<file path="src/hdl/assert_macros.svh">
// Assertion macros shared by the validator RTL.
// Each macro samples on the rising clock edge and is disabled during reset.
`ifndef ASSERT_MACROS_SVH
`define ASSERT_MACROS_SVH

// Consequent holds in the same cycle as the antecedent.
`define USV_ASSERT_NOW(label, ante, cons) \
   label: assert property (@(posedge clock) disable iff (reset) (ante) |-> (cons)) \
      else $error("usv assertion failed");

// Consequent holds in the cycle after the antecedent.
`define USV_ASSERT_NEXT(label, ante, cons) \
   label: assert property (@(posedge clock) disable iff (reset) (ante) |=> (cons)) \
      else $error("usv assertion failed");

`endif

</file>
<file path="src/hdl/usv_pkg.sv">
// Types and constants for the UTF-8 stream validator.
// No dependencies; imported by usv_step and the top level.
`default_nettype none

package usv_pkg;

   localparam logic [7:0] ASCII_MAX  = 8'h7F;
   localparam logic [7:0] CONT_MIN   = 8'h80;
   localparam logic [7:0] CONT_MAX   = 8'hBF;
   localparam logic [7:0] LEAD2_MIN  = 8'hC0;
   localparam logic [7:0] LEAD2_MAX  = 8'hDF;
   localparam logic [7:0] LEAD3_MIN  = 8'hE0;
   localparam logic [7:0] LEAD3_MAX  = 8'hEF;
   localparam logic [7:0] LEAD4_MIN  = 8'hF0;
   localparam logic [7:0] LEAD4_MAX  = 8'hF4;

   localparam int DATA_BITS   = 8;
   localparam int STATUS_BITS = 2;
   localparam int ERRPOS_BITS = 32;
   localparam int RSP_BITS    = 40;

   typedef enum logic [STATUS_BITS-1:0] {
      STATUS_RUNNING = 2'd0,
      STATUS_VALID   = 2'd1,
      STATUS_INVALID = 2'd2
   } status_type;

   typedef struct packed {
      logic [1:0] pending;
      logic       error_seen;
   } ctrl_type;

endpackage

`default_nettype wire

</file>
<file path="src/hdl/utf8_stream_validator_top.sv">
// UTF-8 stream validator: one byte per beat in, one status beat out.
// The result is registered and presented in the cycle after the byte beat is taken.
// Throughput: one byte per cycle unless rsp_tready stalls; a single result register
// with tready bypass sets the pace: a new byte is taken when the result slot drains.
// Reset: synchronous, active high; clears pending count, position and error.
// Depends on usv_pkg, usv_step and assert_macros.svh.
`default_nettype none

`include "assert_macros.svh"

module utf8_stream_validator_top #(
   parameter int POSITION_BITS = 32
) (
   input  wire logic                              clock,
   input  wire logic                              reset,
   input  wire logic                              req_tvalid,
   output logic                                   req_tready,
   input  wire logic [usv_pkg::DATA_BITS-1:0]     req_tdata,  // [7:0] data_byte
   input  wire logic                              req_tlast,  // last_byte
   output logic                                   rsp_tvalid,
   input  wire logic                              rsp_tready,
   output logic [usv_pkg::RSP_BITS-1:0]           rsp_tdata   // [1:0] status,
                                                              // [33:2] error_position
);
   import usv_pkg::*;

   ctrl_type                 ctrl_ff, ctrl_in;
   logic [POSITION_BITS-1:0] pos_ff, pos_in;
   logic [POSITION_BITS-1:0] epos_ff, epos_in;
   logic                     valid_ff;
   status_type               status_ff, status_in;
   logic [ERRPOS_BITS-1:0]   errpos_ff, errpos_in;
   logic                     req_fire;

   assign req_tready = !valid_ff || rsp_tready;
   assign req_fire   = req_tvalid && req_tready;

   usv_step #(
      .POSITION_BITS(POSITION_BITS)
   ) u_step (
      .data_byte      (req_tdata),
      .last_byte      (req_tlast),
      .ctrl           (ctrl_ff),
      .position       (pos_ff),
      .error_pos      (epos_ff),
      .ctrl_next      (ctrl_in),
      .position_next  (pos_in),
      .error_pos_next (epos_in),
      .status         (status_in),
      .error_position (errpos_in)
   );

   always_ff @(posedge clock) begin
      if (reset) begin
         ctrl_ff  <= '0;
         pos_ff   <= '0;
         epos_ff  <= '0;
         valid_ff <= 1'b0;
      end else begin
         if (req_fire) begin
            ctrl_ff  <= ctrl_in;
            pos_ff   <= pos_in;
            epos_ff  <= epos_in;
            valid_ff <= 1'b1;
         end else if (rsp_tready) begin
            valid_ff <= 1'b0;
         end
      end
   end

   always_ff @(posedge clock) begin
      if (req_fire) begin
         status_ff <= status_in;
         errpos_ff <= errpos_in;
      end
   end

   assign rsp_tvalid = valid_ff;
   assign rsp_tdata  = {{(RSP_BITS - ERRPOS_BITS - STATUS_BITS){1'b0}}, errpos_ff, status_ff};

   `USV_ASSERT_NEXT(a_last_clears, req_fire && req_tlast,
      (ctrl_ff == '0) && (pos_ff == '0) && (epos_ff == '0))
   `USV_ASSERT_NEXT(a_error_sticks, ctrl_ff.error_seen && !(req_fire && req_tlast),
      ctrl_ff.error_seen && $stable(epos_ff))
   `USV_ASSERT_NOW(a_status_code, valid_ff,
      (status_ff == STATUS_RUNNING) || (status_ff == STATUS_VALID) ||
      (status_ff == STATUS_INVALID))
   `USV_ASSERT_NOW(a_clean_pos_zero, valid_ff && (status_ff != STATUS_INVALID),
      errpos_ff == '0)

endmodule

`default_nettype wire

</file>
<file path="src/hdl/usv_step.sv">
// Per-byte decode step: classifies one byte against the current state.
// Depends on usv_pkg; purely combinational.
`default_nettype none

module usv_step #(
   parameter int POSITION_BITS = 32
) (
   input  wire logic [usv_pkg::DATA_BITS-1:0]   data_byte,
   input  wire logic                            last_byte,
   input  wire usv_pkg::ctrl_type               ctrl,
   input  wire logic [POSITION_BITS-1:0]        position,
   input  wire logic [POSITION_BITS-1:0]        error_pos,
   output usv_pkg::ctrl_type                    ctrl_next,
   output logic [POSITION_BITS-1:0]             position_next,
   output logic [POSITION_BITS-1:0]             error_pos_next,
   output usv_pkg::status_type                  status,
   output logic [usv_pkg::ERRPOS_BITS-1:0]      error_position
);
   import usv_pkg::*;

   localparam logic [POSITION_BITS-1:0] POS_MAX = '1;

   logic [POSITION_BITS-1:0] pos;
   logic [POSITION_BITS-1:0] pos_after;
   logic                     is_cont;
   logic [1:0]               pend_w;
   logic                     err_w;
   logic [POSITION_BITS-1:0] epos_w;

   assign pos       = (position == POS_MAX) ? position : position + 1'b1;
   assign pos_after = (pos == POS_MAX) ? pos : pos + 1'b1;
   assign is_cont   = (data_byte >= CONT_MIN) && (data_byte <= CONT_MAX);

   always_comb begin
      pend_w = ctrl.pending;
      err_w  = ctrl.error_seen;
      epos_w = error_pos;
      if (!ctrl.error_seen) begin
         if (ctrl.pending != 2'd0) begin
            if (is_cont) begin
               pend_w = ctrl.pending - 2'd1;
            end else begin
               err_w  = 1'b1;
               epos_w = pos;
            end
         end else if (data_byte <= ASCII_MAX) begin
            pend_w = 2'd0;
         end else if (data_byte inside {[LEAD2_MIN:LEAD2_MAX]}) begin
            pend_w = 2'd1;
         end else if (data_byte inside {[LEAD3_MIN:LEAD3_MAX]}) begin
            pend_w = 2'd2;
         end else if (data_byte inside {[LEAD4_MIN:LEAD4_MAX]}) begin
            pend_w = 2'd3;
         end else begin
            err_w  = 1'b1;
            epos_w = pos;
         end
         if (last_byte && !err_w && (pend_w != 2'd0)) begin
            err_w  = 1'b1;
            epos_w = pos_after;
         end
      end
   end

   always_comb begin
      if (err_w) begin
         status         = STATUS_INVALID;
         error_position = ERRPOS_BITS'(epos_w);
      end else begin
         status         = last_byte ? STATUS_VALID : STATUS_RUNNING;
         error_position = '0;
      end
   end

   always_comb begin
      if (last_byte) begin
         ctrl_next      = '0;
         position_next  = '0;
         error_pos_next = '0;
      end else begin
         ctrl_next.pending    = pend_w;
         ctrl_next.error_seen = err_w;
         position_next        = ctrl.error_seen ? position : pos;
         error_pos_next       = epos_w;
      end
   end

endmodule

`default_nettype wire

</file>
<file path="config.mk">
export PLATFORM = sky130hd
export DESIGN_NAME = utf8_stream_validator_top
export DESIGN_NICKNAME = d
export VERILOG_FILES = /design/src/hdl/usv_pkg.sv /design/src/hdl/utf8_stream_validator_top.sv /design/src/hdl/usv_step.sv
export VERILOG_INCLUDE_DIRS = /design/src /design/src/hdl
export SDC_FILE = /design/constraint.sdc
export NUM_CORES = 1
export LEC_CHECK = 0
export BUFFER_PORTS_ARGS = -buffer_cell sky130_fd_sc_hd__buf_2
export CAP_MARGIN = 40
export CORE_ASPECT_RATIO = 0.5
export CORE_MARGIN = 2
export CORE_UTILIZATION = 50
export CTS_CLUSTER_SIZE = 16
export DETAILED_ROUTE_END_ITERATION = 8
export PLACE_DENSITY = 0.65
export SLEW_MARGIN = 10
export SYNTH_ARGS = -nofsm -noshare
export SYNTH_HDL_FRONTEND = slang
export SYNTH_SLANG_ARGS = --single-unit
</file>
<file path="constraint.sdc">
create_clock -name clock -period 4.7 [get_ports clock]
set_clock_uncertainty 0.2 [all_clocks]
set_input_delay 0.235 -clock clock [delete_from_list [all_inputs] [get_ports clock]]
set_output_delay 0.235 -clock clock [all_outputs]
set_load 0.02 [all_outputs]
</file>
# --- After elaboration in Yosys (flattened, before gate mapping) ---
# Cells that the tools add are included.
op_classes:
  n_addsub: 3
  eq_ne: 3
  n_lt_le_gt_ge: 9
  n_mux: 34
  n_reduce_logical: 14
op_table:
  columns: ["cell", "count"]
  rows:
  - ["$mux W32", 13]
  - ["$add A32 B1 Y32 const B", 2]
  - ["$eq A32 B32 Y1 const B", 2]
  - ["$ge A8 B8 Y1 const B", 4]
  - ["$le A8 B8 Y1 const B", 4]
  - ["$mux W2", 8]
  - ["$mux W1", 12]
  - ["$le A8 B7 Y1 const B", 1]
  - ["$logic_and A1 B1 Y1", 7]
  - ["$reduce_bool A2 Y1", 3]
  - ["$mux W3", 1]
  - ["$logic_not A1 Y1", 2]
  - ["$ne A2 B2 Y1 const B", 1]
  - ["$reduce_and A2 Y1", 1]
  - ["$sub A2 B1 Y2 const B", 1]
  - ["$logic_or A1 B1 Y1", 1]
word_totals:
  input_bits: 13
  elab_cells: 70
  out_inout_bits: 42
  register_bits: 102

# --- Depth between registers and ports, before layout ---
depth:
  ltp_word: 14
  mapped_depth: 18
  depth_no_buf: 16

# --- Modules after synthesis ---
# A second synthesis with hierarchy kept.
unflattened:
  hier_cells: 1020
  hier_area_um2: 8160.3
modules_own_cells:
  columns: ["mod", "n_inst", "area_each_um2", "seq_area_each_um2", "cells_per_inst"]
  rows:
  - ["utf8_stream_validator_top", 1, 4186.5, 2382.3, 352]
  - ["usv_step", 1, 3973.8, 0.0, 668]

# --- Worst setup path before layout ---
# No wires, ideal clock.
synth_timing:
  path_kind: "register to register"
  startpoint: "reg pos_ff[19]"
  endpoint: "reg errpos_ff[31], data pin"
  stages_incl_launch_ff: 18
  t_arrival_ns: 3.768
  setup_time_ns: 0.261
  period_less_slack_ns: 4.229
  path_buffers: 3
  path_slack_ns: 0.471
  t_required_ns: 4.239
  cell_sequence: "dfxtp_1 -> buf_4 -> nand4_2 -> or4_1 -> buf_2 -> nor3_4 -> xnor2_1 -> ha_1 -> nand2_1 -> nor4_1 -> a311o_1 -> nand2_1 -> or4b_1 -> o211a_1 -> buf_6 -> nand4_2 -> mux2i_1 -> a221o_1"
synth_via:
  elab_chain_cells: 9
  elab_cells_between_ends: 14
  classes_between: "add/sub: 2; eq/ne: 2; mux: 10"
synth_rtl:
  columns: ["element", "line", "source"]
  rows:
  - ["from (decl)", "utf8_stream_validator_top.sv:28", "logic [POSITION_BITS-1:0] pos_ff, pos_in;"]
  - ["from (signal assigned)", "utf8_stream_validator_top.sv:62", "pos_ff <= pos_in;"]
  - ["$add A32 B1 Y32 or $eq A32 B32 Y1 (tied branches)", "usv_step.sv:30", "assign pos = (position == POS_MAX) ? position : position + 1'b1;"]
  - ["$mux W32 (*)", "usv_step.sv:30", null]
  - ["parallel branches: the longest is 5 deep, another holds $add A32 B1 Y32", null, null]
  - ["$mux W32 (*)", "usv_step.sv:58", "if (last_byte && !err_w && (pend_w != 2'd0)) begin"]
  - ["$mux W32 (*)", "usv_step.sv:38", "if (!ctrl.error_seen) begin"]
  - ["to (signal assigned)", "utf8_stream_validator_top.sv:74", "errpos_ff <= errpos_in;"]
  - ["to (decl)", "utf8_stream_validator_top.sv:32", "logic [ERRPOS_BITS-1:0] errpos_ff, errpos_in;"]
# Mark *: on every way between the ends.
# A chain may end at the register's enable or synchronous reset.

# --- Worst setup path after layout ---
layout_timing:
  startpoint: "reg pos_ff[11]"
  endpoint: "reg errpos_ff[31], data pin"
# Same word-level chain as after synthesis.

==> impl_metrics.json <==
{
  "ir_drop_mv": 0.1782,
  "antenna_found_initial": 0,
  "cts_root_buffer": "clkbuf_16",
  "clockBufferDepth": 2,
  "dieArea_sq_um": 13660,
  "die_w_um": 163.3,
  "slowest_stage": "or4_1",
  "grt_max_degree": 41,
  "finalHoldViolCount": 0,
  "clock-sinks": 102,
  "final-max-slew-violation-count": 0,
  "synth_cell_types": 93,
  "routed_wl_mm": 20.47,
  "boundaryPins": 55,
  "worst_path_largest_cell_delay_ns": 0.65,
  "finalCriticalPeriod_ns": 4.456,
  "core_sq_um": 12520,
  "p_comb_share_pct": 13.8,
  "netlist_instances": 745,
  "placementRows": 29,
  "status": "complete, no violations",
  "grt_pass1_wl_mm": 32.09,
  "diodes": 0,
  "drt_iter0_drc": 734,
  "worstSetupPathType": "flop to flop",
  "crit_path_start_kind": "flop",
  "tritoncts": "yes",
  "synth-edff-count": 34,
  "area_growth_syn_to_layout_pct": 15.46,
  "dp_hpwl_mm": 14.75,
  "cts_max_level": 3,
  "worstHoldPathType": "input pin to flop",
  "fmax_mhz": 224.4,
  "crit_chain": "nand4_4, or4_1, nor3_4, xnor2_1, ha_1, nand2_1, nor4_1, a311o_1, nand2_1, or4b_1, o211a_2, nand4_2, mux2i_1, a221o_1",
  "nNetsFinal": 825,
  "drive_gt1_share_pct": 20.15,
  "avgSynthCellArea_sq_um": 8.515,
  "rsz0062_at_grt": "no",
  "initial_utilization_pct": 50.67,
  "async_flop_share_pct": 0,
  "yosysWarnings": 0,
  "p_switching_mw": 0.5869,
  "vias_per_cell": 6.432,
  "crit_arrival_ns": 4.37,
  "worstMarginPinSlew_ns": 0.7680,
  "avgRoutedWirePerCell_um": 20.80,
  "synth.area.top_cells": "dfxtp_1 21%, edfxtp_1 16%, nor2_1 5.1%, nand2_1 4.1%, a22oi_1 3.7%",
  "ys_ff_latch": 102,
  "path_buf_inv": 0,
  "worstPathRequired_ns": 4.61,
  "grt_pass1_vias": 5683,
  "ys.flop_type": "dfxtp_1",
  "dp_cells": 966,
  "place_congestion": 0.9319,
  "cp_max_fo": 10,
  "p_int_mw": 1.406,
  "mostFrequentLayoutCell": "nor2_1",
  "worstSkewPairLatency_ns": 0.35,
  "synth_top_area_cell": "dfxtp_1",
  "grt_use_total_pct": 30.47,
  "switching_share_pct": 29.45,
  "crit_family": "simple AND/OR/NAND/NOR gates",
  "synth_top_area_share_pct": 21.46,
  "pwr-share-clk_pct": 38.4,
  "slew_headroom_pct": 48.43,
  "gr-total-overflow": 0,
  "cts_buffers": 9,
  "final_cells": 984,
  "cp_common_cell": "nand2_1",
  "power_density_nw_per_um2": 272.1,
  "final_cell_mix": "86 x nor2_1, 69 x nand2_1, 67 x dfxtp_1, 55 x buf_4, 49 x buf_2",
  "nFillCells": 1142,
  "leakage_nw": 2.779,
  "io_buffers": 48,
  "seq_power_share_pct": 47.9,
  "finalSetupViolCount": 0,
  "die_h_um": 83.65,
  "netlist_area_sq_um": 6344,
  "drt_pre_antenna_iters": 6,
  "vias": 6329,
  "fin_setup_tns_ns": 0,
  "drc": 0,
  "synth_seq_area_share_pct": 37.55,
  "cts.clk_slew.worst_paths_ns": 0.08,
  "end_kind": "flop",
  "cap_violations": 0,
  "fin_crit_sh_pct": 94.81,
  "antenna_left": 0
}
[final timing paths]
| path | from | end | slack (ns) | cells past startpoint |
|---|---|---|---|---|
| setup / recovery | pos_ff[11] | errpos_ff[31] | 0.24 | 14 |
| hold / removal | reset | epos_ff[23] | 0.05 | 2 |
| setup reg to reg | pos_ff[11] | errpos_ff[31] | 0.24 | 14 |
| hold reg to reg | epos_ff[16] | epos_ff[16] | 0.26 | 2 |
[repair_timing]
item / 4_1_cts / 5_1_grt
setup endpoints to repair: 0 / 3
setup buffers: 0 / 0
gates resized for setup: 0 / 3
hold buffers: 2 / 0
hold endpoints to repair: 1 / 0
[synth_stat cells, types with 4 or more instances]
cell	instances
nor2_1	86
nand2_1	69
dfxtp_1	68
o21ai_0	44
clkbuf_1	37
edfxtp_1	34
a22oi_1	31
a21oi_1	27
nand3_1	21
a31oi_1	19
nand4_1	18
nor3_1	16
xnor2_1	16
and3_1	15
inv_1	14
buf_2	12
nor4_1	11
or3_1	10
o21ai_1	9
buf_4	8
o22ai_1	8
xor2_1	8
a22o_1	7
and2_1	7
a211oi_1	6
a311oi_1	6
mux2i_1	6
nor2b_1	6
o31ai_1	6
nand2b_1	5
o211ai_1	5
or4_1	5
a211o_1	4
a21o_1	4
a32oi_1	4
and4_1	4
nand3b_1	4
nor3b_1	4
or2_2	4
[logic make-up after synthesis]
family / share of synthesized area (%)
other: 0.05911
XOR/XNOR: 3.826
AO/OA/AOI/OAI: 24.62
multiplexers: 1.124
adder cells (fa/ha/maj): 0.5918
buffers and inverters: 5.227
flip-flops: 37.55
AND/OR/NAND/NOR: 27.00
[sequential cells by signal (all words and copies together) (netlist names)]
register	flops
rsp_tvalid	1
status_ff	2
errpos_ff	32
pos_ff	32
ctrl_ff	3
epos_ff	32
[worst register-to-register path: cells and delay by family (launching register included)]
family	cells	cell delay, ns
and+or+nand+nor	8	2.09
DFF	1	0.50
muxes	1	0.09
AOI/OAI and AO/OA	3	0.95
xor gates and xnor gates	1	0.18
adders and majority gates	1	0.22
[layout make-up]
cell class / instances / area (sq um) / share of cell area (%)
Multi-Input combinational cell: 574 / 3667 / 50.07
Tap cell: 170 / 212.7 / 2.904
Timing Repair Buffer: 107 / 698.2 / 9.532
Sequential cell: 102 / 2384 / 32.54
Inverter: 15 / 56.30 / 0.7687
Clock inverter: 7 / 81.33 / 1.110
Clock buffer: 9 / 225.2 / 3.075
[per-layer routing]
metal	wire (um)	track usage, %
met5	0	0
met4	235	5.632
met3	2762	8.793
met2	8253	41.43
met1	9216	47.35
[power by group through the flow]
stage | Clock, mW | Sequential [mW] | Combinational, mW
finish | 0.764 | 0.954 | 0.274
global route | 0.808 | 0.957 | 0.293
CTS | 0.776 | 0.954 | 0.268
detailed placement | 0 | 0.975 | 0.266
global placement | 0 | 0.974 | 0.261
floorplan | 0 | 1.00 | 0.140
[metrics by stage]
step | worst slack (ns) | total power [mW] | util, % | hold WS, ns | instance area (sq um)
after floorplan | 0.4715 | 1.143 | - | 0.1645 | 6362
after global placement | 0.3807 | 1.234 | 55.67 | 0.2348 | 6969
after detailed placement | 0.2439 | 1.241 | 55.87 | 0.2449 | 6994
after CTS | 0.2082 | 1.998 | 58.48 | 0.04251 | 7321
after global routing | 0.01153 | 2.059 | 58.51 | 0.05504 | 7325
final | 0.2441 | 1.993 | 58.51 | 0.05252 | 7325
(Power assumes the default switching activity.)
